`src/design/dq_pkg.sv`:
```
`default_nettype none

package dq_pkg;

  localparam int DEPTH      = 64;
  localparam int DATA_WIDTH = 32;
  localparam int ADDR_W     = $clog2(DEPTH);
  localparam int CNT_W      = $clog2(DEPTH + 1);

  typedef enum logic [1:0] {
    REQ_PUSH_RIGHT = 2'd0,
    REQ_POP_LEFT   = 2'd1,
    REQ_POP_RIGHT  = 2'd2,
    REQ_PEEK       = 2'd3
  } req_t;

  typedef enum logic [1:0] {
    ST_DONE       = 2'd0,
    ST_POP_EMPTY  = 2'd1,
    ST_PUSH_FULL  = 2'd2
  } status_t;

  typedef enum logic {
    S_IDLE = 1'b0,
    S_READ = 1'b1
  } state_t;

  typedef struct packed {
    logic [1:0]  req_type;
    logic [31:0] item_value;
  } in_t;

  typedef struct packed {
    logic [31:0] removed_value;
    logic [31:0] left_value;
    logic [31:0] right_value;
    logic        is_empty;
    logic [6:0]  item_count;
    logic [1:0]  status;
  } out_t;

endpackage

`default_nettype wire

```
`src/design/dq_ram.sv`:
```
`default_nettype none

module dq_ram #(
  parameter int ADDR_W = 6,
  parameter int DATA_W = 32
) (
  input  wire logic              clk,
  input  wire logic              we,
  input  wire logic [ADDR_W-1:0] waddr,
  input  wire logic [DATA_W-1:0] wdata,
  input  wire logic              re,
  input  wire logic [ADDR_W-1:0] raddr,
  output logic      [DATA_W-1:0] rdata
);

  logic [DATA_W-1:0] mem [2**ADDR_W];

  always_ff @(posedge clk) begin
    if (we) begin
      mem[waddr] <= wdata;
    end
  end

  always_ff @(posedge clk) begin
    if (re) begin
      rdata <= mem[raddr];
    end
  end

endmodule

`default_nettype wire

```
`src/design/double_ended_queue.sv`:
```
// Bounded deque of DEPTH items on a ring buffer in a single-port-read memory. A request is
// taken when start is high and busy is low; its result appears on out_data for exactly one
// cycle with out_valid high, and the receiver cannot stall it. Pushes, peeks and refused
// requests give their result in the cycle after the beat and a new request may follow
// at once. A pop that leaves items behind holds busy high for one cycle while the
// memory's registered read port fetches the new end item. The ends are also kept in
// registers, so no other request reads the memory. No clearing pass after reset is needed.
`default_nettype none

module double_ended_queue
  import dq_pkg::*;
(
  input  wire logic clk,
  input  wire logic rst_n,
  input  wire logic start,
  output logic      busy,
  input  wire in_t  in_data,
  output logic      out_valid,
  output out_t      out_data
);

  state_t state_r, state_nxt;
  logic [ADDR_W-1:0]     left_idx_r, left_idx_nxt;
  logic [CNT_W-1:0]      count_r, count_nxt;
  logic [DATA_WIDTH-1:0] lval_r, lval_nxt;
  logic [DATA_WIDTH-1:0] rval_r, rval_nxt;
  logic                  pend_left_r, pend_left_nxt;
  logic                  out_valid_r, out_valid_nxt;
  out_t                  out_data_r, out_data_nxt;

  logic                  accept;
  logic                  empty, full;
  logic [ADDR_W-1:0]     right_idx, push_idx;
  logic                  ram_we, ram_re, rd_left;
  logic [ADDR_W-1:0]     ram_raddr;
  logic [DATA_WIDTH-1:0] ram_rdata, item;
  logic [DATA_WIDTH-1:0] removed;
  status_t               stat;

  assign accept = start && !busy;
  assign empty  = (count_r == '0);
  assign full   = (count_r == CNT_W'(DEPTH));
  assign item   = in_data.item_value[DATA_WIDTH-1:0];

  // depth is a power of two, so slot arithmetic wraps on its own
  assign push_idx  = left_idx_r + count_r[ADDR_W-1:0];
  assign right_idx = push_idx - ADDR_W'(1);

  dq_ram #(
    .ADDR_W (ADDR_W),
    .DATA_W (DATA_WIDTH)
  ) u_ram (
    .clk   (clk),
    .we    (ram_we),
    .waddr (push_idx),
    .wdata (item),
    .re    (ram_re),
    .raddr (ram_raddr),
    .rdata (ram_rdata)
  );

  always_comb begin
    left_idx_nxt  = left_idx_r;
    count_nxt     = count_r;
    lval_nxt      = lval_r;
    rval_nxt      = rval_r;
    pend_left_nxt = pend_left_r;
    out_data_nxt  = out_data_r;
    out_valid_nxt = 1'b0;
    removed       = '0;
    stat          = ST_DONE;
    ram_we        = 1'b0;
    ram_re        = 1'b0;
    rd_left       = 1'b1;
    ram_raddr     = left_idx_r + ADDR_W'(1);
    if (accept) begin
      case (req_t'(in_data.req_type))
        REQ_PUSH_RIGHT: begin
          if (full) begin
            stat = ST_PUSH_FULL;
          end else begin
            ram_we    = 1'b1;
            count_nxt = count_r + CNT_W'(1);
            rval_nxt  = item;
            if (empty) begin
              lval_nxt = item;
            end
          end
        end
        REQ_POP_LEFT: begin
          if (empty) begin
            stat = ST_POP_EMPTY;
          end else begin
            removed      = lval_r;
            left_idx_nxt = left_idx_r + ADDR_W'(1);
            count_nxt    = count_r - CNT_W'(1);
            ram_re       = (count_r != CNT_W'(1));
          end
        end
        REQ_POP_RIGHT: begin
          if (empty) begin
            stat = ST_POP_EMPTY;
          end else begin
            removed   = rval_r;
            count_nxt = count_r - CNT_W'(1);
            rd_left   = 1'b0;
            ram_raddr = right_idx - ADDR_W'(1);
            ram_re    = (count_r != CNT_W'(1));
          end
        end
        REQ_PEEK: begin
        end
        default: begin
        end
      endcase
      if (count_nxt == '0) begin
        lval_nxt = '0;
        rval_nxt = '0;
      end
      out_data_nxt.removed_value = 32'(removed);
      out_data_nxt.left_value    = 32'(lval_nxt);
      out_data_nxt.right_value   = 32'(rval_nxt);
      out_data_nxt.is_empty      = (count_nxt == '0);
      out_data_nxt.item_count    = 7'(count_nxt);
      out_data_nxt.status        = stat;
      out_valid_nxt              = !ram_re;
      pend_left_nxt              = rd_left;
    end else if (state_r == S_READ) begin
      // patch the end that the memory has just delivered
      if (pend_left_r) begin
        lval_nxt                = ram_rdata;
        out_data_nxt.left_value = 32'(ram_rdata);
      end else begin
        rval_nxt                 = ram_rdata;
        out_data_nxt.right_value = 32'(ram_rdata);
      end
      out_valid_nxt = 1'b1;
    end
  end

  always_comb begin
    state_nxt = state_r;
    case (state_r)
      S_IDLE: begin
        if (accept && ram_re) begin
          state_nxt = S_READ;
        end
      end
      S_READ: begin
        state_nxt = S_IDLE;
      end
      default: begin
        state_nxt = S_IDLE;
      end
    endcase
  end

  always_comb begin
    busy = (state_r == S_READ);
  end

  always_ff @(posedge clk) begin
    if (!rst_n) begin
      state_r     <= S_IDLE;
      left_idx_r  <= '0;
      count_r     <= '0;
      lval_r      <= '0;
      rval_r      <= '0;
      out_valid_r <= 1'b0;
    end else begin
      state_r     <= state_nxt;
      left_idx_r  <= left_idx_nxt;
      count_r     <= count_nxt;
      lval_r      <= lval_nxt;
      rval_r      <= rval_nxt;
      out_valid_r <= out_valid_nxt;
    end
  end

  always_ff @(posedge clk) begin
    pend_left_r <= pend_left_nxt;
    out_data_r  <= out_data_nxt;
  end

  assign out_valid = out_valid_r;
  assign out_data  = out_data_r;

  a_beat_answered: assert property (@(posedge clk) disable iff (!rst_n)
    accept |=> (out_valid ^ busy))
    else $error("accepted beat neither answered nor waiting on memory");

  a_read_one_cycle: assert property (@(posedge clk) disable iff (!rst_n)
    busy |=> (!busy && out_valid))
    else $error("memory read wait not exactly one cycle");

  a_empty_flag: assert property (@(posedge clk) disable iff (!rst_n)
    out_valid |-> (out_data.is_empty == (out_data.item_count == 7'd0)))
    else $error("empty flag disagrees with count");

  a_count_range: assert property (@(posedge clk) disable iff (!rst_n)
    count_r <= CNT_W'(DEPTH))
    else $error("item count beyond depth");

endmodule

`default_nettype wire

```
`config.mk`:
```
export PLATFORM = sky130hd
export DESIGN_NAME = double_ended_queue
export DESIGN_NICKNAME = d
export VERILOG_FILES = /design/src/design/dq_pkg.sv /design/src/design/dq_ram.sv /design/src/design/double_ended_queue.sv
export SDC_FILE = /design/constraint.sdc
export NUM_CORES = 2
export LEC_CHECK = 0
export BUFFER_PORTS_ARGS = -buffer_cell sky130_fd_sc_hd__buf_2
export CAP_MARGIN = 25
export CELL_PAD_IN_SITES_DETAIL_PLACEMENT = 1
export CELL_PAD_IN_SITES_GLOBAL_PLACEMENT = 1
export CORE_UTILIZATION = 50
export CTS_CLUSTER_SIZE = 10
export DETAILED_ROUTE_END_ITERATION = 6
export GPL_TIMING_DRIVEN = 0
export PLACE_DENSITY_LB_ADDON = 0.1
export SLEW_MARGIN = 20
export SYNTH_ARGS = -nofsm -noshare
export SYNTH_HDL_FRONTEND = slang
export SYNTH_HIERARCHICAL = 1
export SYNTH_SLANG_ARGS = --single-unit
```
`constraint.sdc`:
```
create_clock -name clk -period 5.6 [get_ports clk]
set_input_delay 1.12 -clock clk [delete_from_list [all_inputs] [get_ports clk]]
set_output_delay 1.12 -clock clk [all_outputs]
set_load 0.005 [all_outputs]
```
After elaboration in Yosys (flattened, before gate mapping)
Memories as Yosys holds them, arrays and structs flattened. A register that Yosys moved wholly into a read port is not among the register bits.
Cells that the tools add are included.
{"block": "word_totals", "regBits": 186, "latchBits": 0, "ramBits": 2048, "rom_bits": 0, "input_bits": 37, "output_inout_bits": 108, "wordCells": 82, "memories": 1}
{"memory": "u_ram.mem", "words": 64, "width": 32, "read_ports": 1, "rd_clocked_by_memory_dff": 1, "write_ports": 1, "line_no": "dq_ram.sv:16", "source": "logic [DATA_W-1:0] mem [2**ADDR_W];"}
{"block": "op_classes", "add_sub_neg": 6, "mul": 0, "n_div": 0, "order_cmp": 0, "n_eq_ne": 5, "shift": 0, "n_mux": 42, "n_bitwise": 2, "reduce_logical": 13}
{"op": "$mux W32", "n": 15}
{"op": "$mux W64", "n": 2}
{"op": "$pmux W32 S2", "n": 1}
{"op": "$mux W7", "n": 3}
{"op": "$mux W6", "n": 3}
{"op": "$logic_not A7 Y1", "n": 2}
{"op": "$mux W1", "n": 14}
{"op": "$pmux W7 S2", "n": 1}
{"op": "$sub A6 B1 Y6 const B", "n": 2}
{"op": "$add A7 B1 Y7 const B", "n": 1}
{"op": "$eq A7 B7 Y1 const B", "n": 1}
{"op": "$ne A7 B1 Y1 const B", "n": 1}
{"op": "$sub A7 B1 Y7 const B", "n": 1}
{"op": "$add A6 B1 Y6 const B", "n": 1}
{"op": "$add A6 B6 Y6", "n": 1}
{"op": "$pmux W2 S2", "n": 1}
{"op": "$reduce_and A2 Y1", "n": 2}
{"op": "$reduce_bool A2 Y1", "n": 2}
{"op": "$reduce_and A3 Y1", "n": 1}
{"op": "$eq A2 B1 Y1 const B", "n": 1}
{"op": "$eq A2 B2 Y1 const B", "n": 1}
{"op": "$logic_and A1 B1 Y1", "n": 2}
{"op": "$logic_not A1 Y1", "n": 2}
{"op": "$logic_not A2 Y1", "n": 1}
{"op": "5 further kinds", "n": 6}

Longest topological paths before layout
{"block": "depth", "depth_word": 8, "mapped_depth": 19}

Modules after synthesis
Netlist, hierarchy kept.
{"mod": "dq_ram", "n_inst": 1, "cells_each": 3324, "area_each_um2": 78835.6, "seq_area_each_um2": 62459.9}
{"mod": "double_ended_queue", "n_inst": 1, "cells_each": 976, "area_each_um2": 9390.3, "seq_area_each_um2": 4794.6}

Least setup slack after synthesis
No wires, ideal clock.
{"block": "synth_timing", "path_type": "input to register", "start": "input start", "end": "register u_ram.rdata[13], read port of u_ram.mem (data pin)", "t_arrival_ps": 5199, "required_ps": 5344, "slack_ps": 145, "cell_stages": 14, "path_cell_list": "nand2b_1 clkbuf_1 inv_1 clkbuf_1 nand3_1 clkbuf_1 o21ai_0 buf_2 clkbuf_1 clkbuf_1 mux4_2 mux4_2 o22ai_1 nor2_1"}
{"block": "synth_via", "elab_chain_len": 2}
{"element": "start: declaration", "line_no": "double_ended_queue.sv:15", "source": "input wire logic start,"}
{"element": "$logic_and A1 B1 Y1", "line_no": "double_ended_queue.sv:40", "source": "assign accept = start && !busy;"}
{"element": "named net accept", "line_no": "double_ended_queue.sv:31", "source": "logic accept;"}
{"element": "$mux W6", "line_no": "double_ended_queue.sv:76", "source": "if (accept) begin"}
{"element": "named net ram_raddr[1]", "line_no": "double_ended_queue.sv:35", "source": "logic [ADDR_W-1:0] ram_raddr;"}
{"element": "end: declaration", "line_no": "dq_ram.sv:13", "source": "output logic [DATA_W-1:0] rdata"}
The timed path passes the listed nets, and every way through them passes these cells.
A chain may end at the register's enable or synchronous reset.

Worst setup path in the final report
{"block": "layout_timing", "start": "register count_r[0]", "end": "register u_ram.rdata[0], read port of u_ram.mem (data pin)"}
{"block": "layout_via", "elab_chain_len": 6}
{"element": "start: declaration", "line_no": "double_ended_queue.sv:24", "source": "logic [CNT_W-1:0] count_r, count_nxt;"}
{"element": "start signal: assignment", "line_no": "double_ended_queue.sv:173", "source": "count_r <= count_nxt;"}
{"element": "$add A6 B6 Y6", "line_no": "double_ended_queue.sv:46", "source": "assign push_idx = left_idx_r + count_r[ADDR_W-1:0];"}
{"element": "$sub A6 B1 Y6", "line_no": "double_ended_queue.sv:47", "source": "assign right_idx = push_idx - ADDR_W'(1);"}
{"element": "$sub A6 B1 Y6", "line_no": "double_ended_queue.sv:107", "source": "ram_raddr = right_idx - ADDR_W'(1);"}
{"element": "$mux W6 *", "line_no": "double_ended_queue.sv:101", "source": "if (empty) begin"}
{"element": "$mux W6 *", "line_no": "double_ended_queue.sv:77", "source": "case (req_t'(in_data.req_type))"}
{"element": "$mux W6 *", "line_no": "double_ended_queue.sv:76"}
{"element": "named net ram_raddr[3]", "line_no": "double_ended_queue.sv:35"}
The timed path passes the listed nets; every way through them passes the cells marked *. The select of a mux whose other input is x is not followed.

==> flow_metrics.py <==
metrics = {
    "run_status": {
        "status": "complete, no violations",
    },
    "place": {
        "dpl.hpwl_um": 197000,
        "dpl-instance-area_mm2": 0.0960,
        "place.gp.congestion": 0.897,
        "dpl.cell_count": 6934,
        "dp_slack_ps": -1570,
        "io_buffers": 143,
    },
    "logic_synthesis": {
        "yosys.cell_count.top_type": "edfxtp_1",
        "synth_edf_count": 2187,
        "avgSynthCellArea_um2": 20.5,
        "mappedNetlistArea_mm2": 0.0882,
        "synth-seq-area-share_pct": 76.2,
        "ys_async_sr_fraction_pct": 0,
        "synth_fp_nets": 4353,
        "netlist_instances": 4300,
        "yosysWarnings": 6,
        "synth.top_cells.by_count": "edfxtp_1, mux4_2, nor2_1",
        "ys_seq_elements": 2266,
        "synth_top_area_share_pct": 74.4,
        "yosys_most_used_dff": "edfxtp_1",
        "ys_types": 69,
        "synthTopCellsByArea": "edfxtp_1, mux4_2, dfxtp_1",
        "synth_top_area_cell": "edfxtp_1",
    },
    "floorplan": {
        "die_x_um": 422,
        "pin_count": 145,
        "die_area_mm2": 0.178,
        "start_util_pct": 50.5,
        "num_rows": 153,
        "fp.coreArea_mm2": 0.175,
        "die_y_um": 422,
    },
    "critical_path": {
        "crit_path_frequent_cell": "buf_2",
        "critical-path-top-delay-family": "buffers and inverters",
        "slowest_delay_ps": 660,
        "critical_path.max_fanout": 10,
        "start_kind": "register",
        "path_cells": "clkbuf_2 -> inv_1 -> ha_1 -> buf_2 -> nor2b_2 -> nand2_1 -> nand3_1 -> clkbuf_2 -> o21ai_2 -> buf_2 -> buf_2 -> nor2b_1 -> clkbuf_1 -> a21oi_1 -> a21oi_1 -> nor2_1",
        "cp_data_required_time_ps": 6210,
        "crit_slowest_cell": "clkbuf_1",
        "worst_setup_path_end_kind": "register",
        "criticalPathCategory": "reg2reg",
        "crit_arrival_ps": 6140,
        "path_buf_inv": 7,
    },
    "clock_tree": {
        "htreeDepth": 5,
        "clock_sinks": 2266,
        "cts_inserted_buffers": 281,
        "holdBufCountCts": 0,
        "clockBufferDepth": 4,
        "cts_tree": "done",
        "cts_root_buffer": "clkbuf_16",
        "clkTransAtPathRegs_ps": 60,
        "clk_latency_ps": 940,
    },
    "grt": {
        "grt_pass1_vias": 49200,
        "grt.total_usage_pct": 33.1,
        "grt_overflow": 0,
        "grt_antenna_before_repair": 13,
        "grt_pass1_wl_um": 401000,
        "grt_max_degree": 67,
    },
    "routing": {
        "drtIter0Drc": 6910,
        "drtPass1Iterations": 5,
        "drc": 0,
        "routedWlPerCell_um": 40.2,
        "routed_wl_um": 293000,
        "ant_nets": 0,
        "viasPerCell": 6.68,
        "dr_total_vias": 48600,
    },
    "finish": {
        "fillers": 14600,
        "layoutNonFillerInstCount": 7283,
        "drive_gt1_share_pct": 30.3,
        "multi_input_area_mm2": 0.0205,
        "nets": 4943,
        "synthToLayoutAreaGrowth_pct": 18.1,
        "final_util_pct": 59.7,
        "stdcell_area_mm2": 0.104,
        "regArea_mm2": 0.0673,
    },
    "sta": {
        "max_freq_mhz": 181,
        "tightestPinTransition_ps": 1110,
        "finClkSkew_ps": 41.2,
        "finalHoldViolations": 0,
        "min_period_over_period_pct": 98.7,
        "setup_violations": 0,
        "drv_slew": 0,
        "slew-limit-headroom_pct": 25.8,
        "grt_setup_unrepaired": "yes",
        "worst_hold_slack_ps": 551,
        "fin_crit_ps": 5530,
        "timing.final.ws_setup_ps": 73.0,
    },
    "flow_run": {
        "cap_violations": 0,
    },
    "power_and_ir_drop": {
        "ir_worst_vdd_mv": 0.375,
        "power.density_mw_per_mm2": 375,
        "power_leakage_nw": 34.0,
    },
    "worst_hold_path": {
        "hp-class": "reg2reg",
    },
}
==> timing repair <==
item / 4_1_cts / 5_1_grt
gates resized for setup: 137 / 39
cloned: 0 / 0
buffers inserted: 3 / 0
setup endpoints to repair: 32 / 32
==> routing by layer <==
| metal | GRT usage [%] | part of all wire [%] | routed length [um] |
|---|---|---|---|
| met1 | 45.1 | 38 | 110000 |
| met4 | 17.2 | 6.0 | 17500 |
| met2 | 51.2 | 46 | 136000 |
| met3 | 6.39 | 10 | 29600 |
| met5 | 0 | 0.0038 | 11 |
==> power by group <==
| group | total, mW | internal (mW) | switching [mW] |
|---|---|---|---|
| Clock | 15.8 | 9.29 | 6.49 |
| Combinational | 4.37 | 1.51 | 2.86 |
| Sequential | 19.0 | 18.9 | 0.102 |
==> through the flow <==
step	power [mW]	TNS [ps]
2_1_floorplan	21.5	0
3_3_place_gp	23.4	-4028830
3_5_place_dp	23.5	-42140
4_1_cts	39.2	0
5_1_grt	40.0	-8.27
6_report	39.1	0
==> cell usage in the layout, fill, tap and decap left out, types with 30 or more instances in the layout <==
cell and instances:
o21ai_0 75, buf_16 65, buf_12 78, o21ai_2 30, buf_2 162, mux2i_1 150
a21boi_1 30, nand2_1 117, inv_1 50, nor2_1 184, clkbuf_2 30, mux4_2 544
o22ai_1 57, o21ai_1 34, nor2_4 63, a21oi_1 116, a22oi_1 44, dfxtp_1 79
edfxtp_1 2187, buf_4 87, clkbuf_16 291, clkbuf_1 127
==> cells by family (layout without fill, tap and decap cells) <==
kind of cell    count (synthesis)  count (layout)  share of synthesized area, %
flops                        2266            2266                          76.2
mux                           702             702                          15.7
compound gates                514             514                          3.71
simple gates                  472             472                          2.35
buf+inv                       314             967                          1.64
fa+ha+maj                      16              16                         0.235
xor+xnor                       16              16                         0.159
other cells                     0               5                             0
==> path summary, 6_finish.rpt <==
kind | from | end | slack [ps] | depth (start not counted)
setup reg to reg | count_r[0]$_SDFFE_PN0P_ | u_ram/rdata[0]$_DFFE_PP_ | 70 | 16
setup / recovery | count_r[0]$_SDFFE_PN0P_ | u_ram/rdata[0]$_DFFE_PP_ | 70 | 16
hold reg to reg | lval_r[11]$_SDFFE_PN0P_ | lval_r[11]$_SDFFE_PN0P_ | 550 | 2
hold / removal | lval_r[11]$_SDFFE_PN0P_ | lval_r[11]$_SDFFE_PN0P_ | 550 | 2
==> flip-flops by register name (all words and copies together), names as in the netlist <==
name and count:
busy 1, count_r 7, left_idx_r 6, lval_r 32, out_data 106, out_valid 1, pend_left_r 1, rval_r 32
u_ram/mem 2048, u_ram/rdata 32
==> cell type report <==
type,instances,share of cell area (%)
Sequential cell,2266,64.5
Multi-Input combinational cell,1720,19.6
Clock buffer,332,7.15
Timing Repair Buffer,312,4.21
Tap cell,2325,2.79
Buffer,258,1.38
Inverter,51,0.184
Clock inverter,14,0.101
Antenna cell,5,0.0120
==> worst register-to-register path: cells and delay by family, from the launching register on <==
kind,cells,cell delay [ps]
buffers and inverters,7,2350
flip-flops,1,410
adder cells (fa/ha/maj),1,220
AO/OA/AOI/OAI,3,1190
AND/OR/NAND/NOR,5,1090
(Power assumes the default switching activity.)
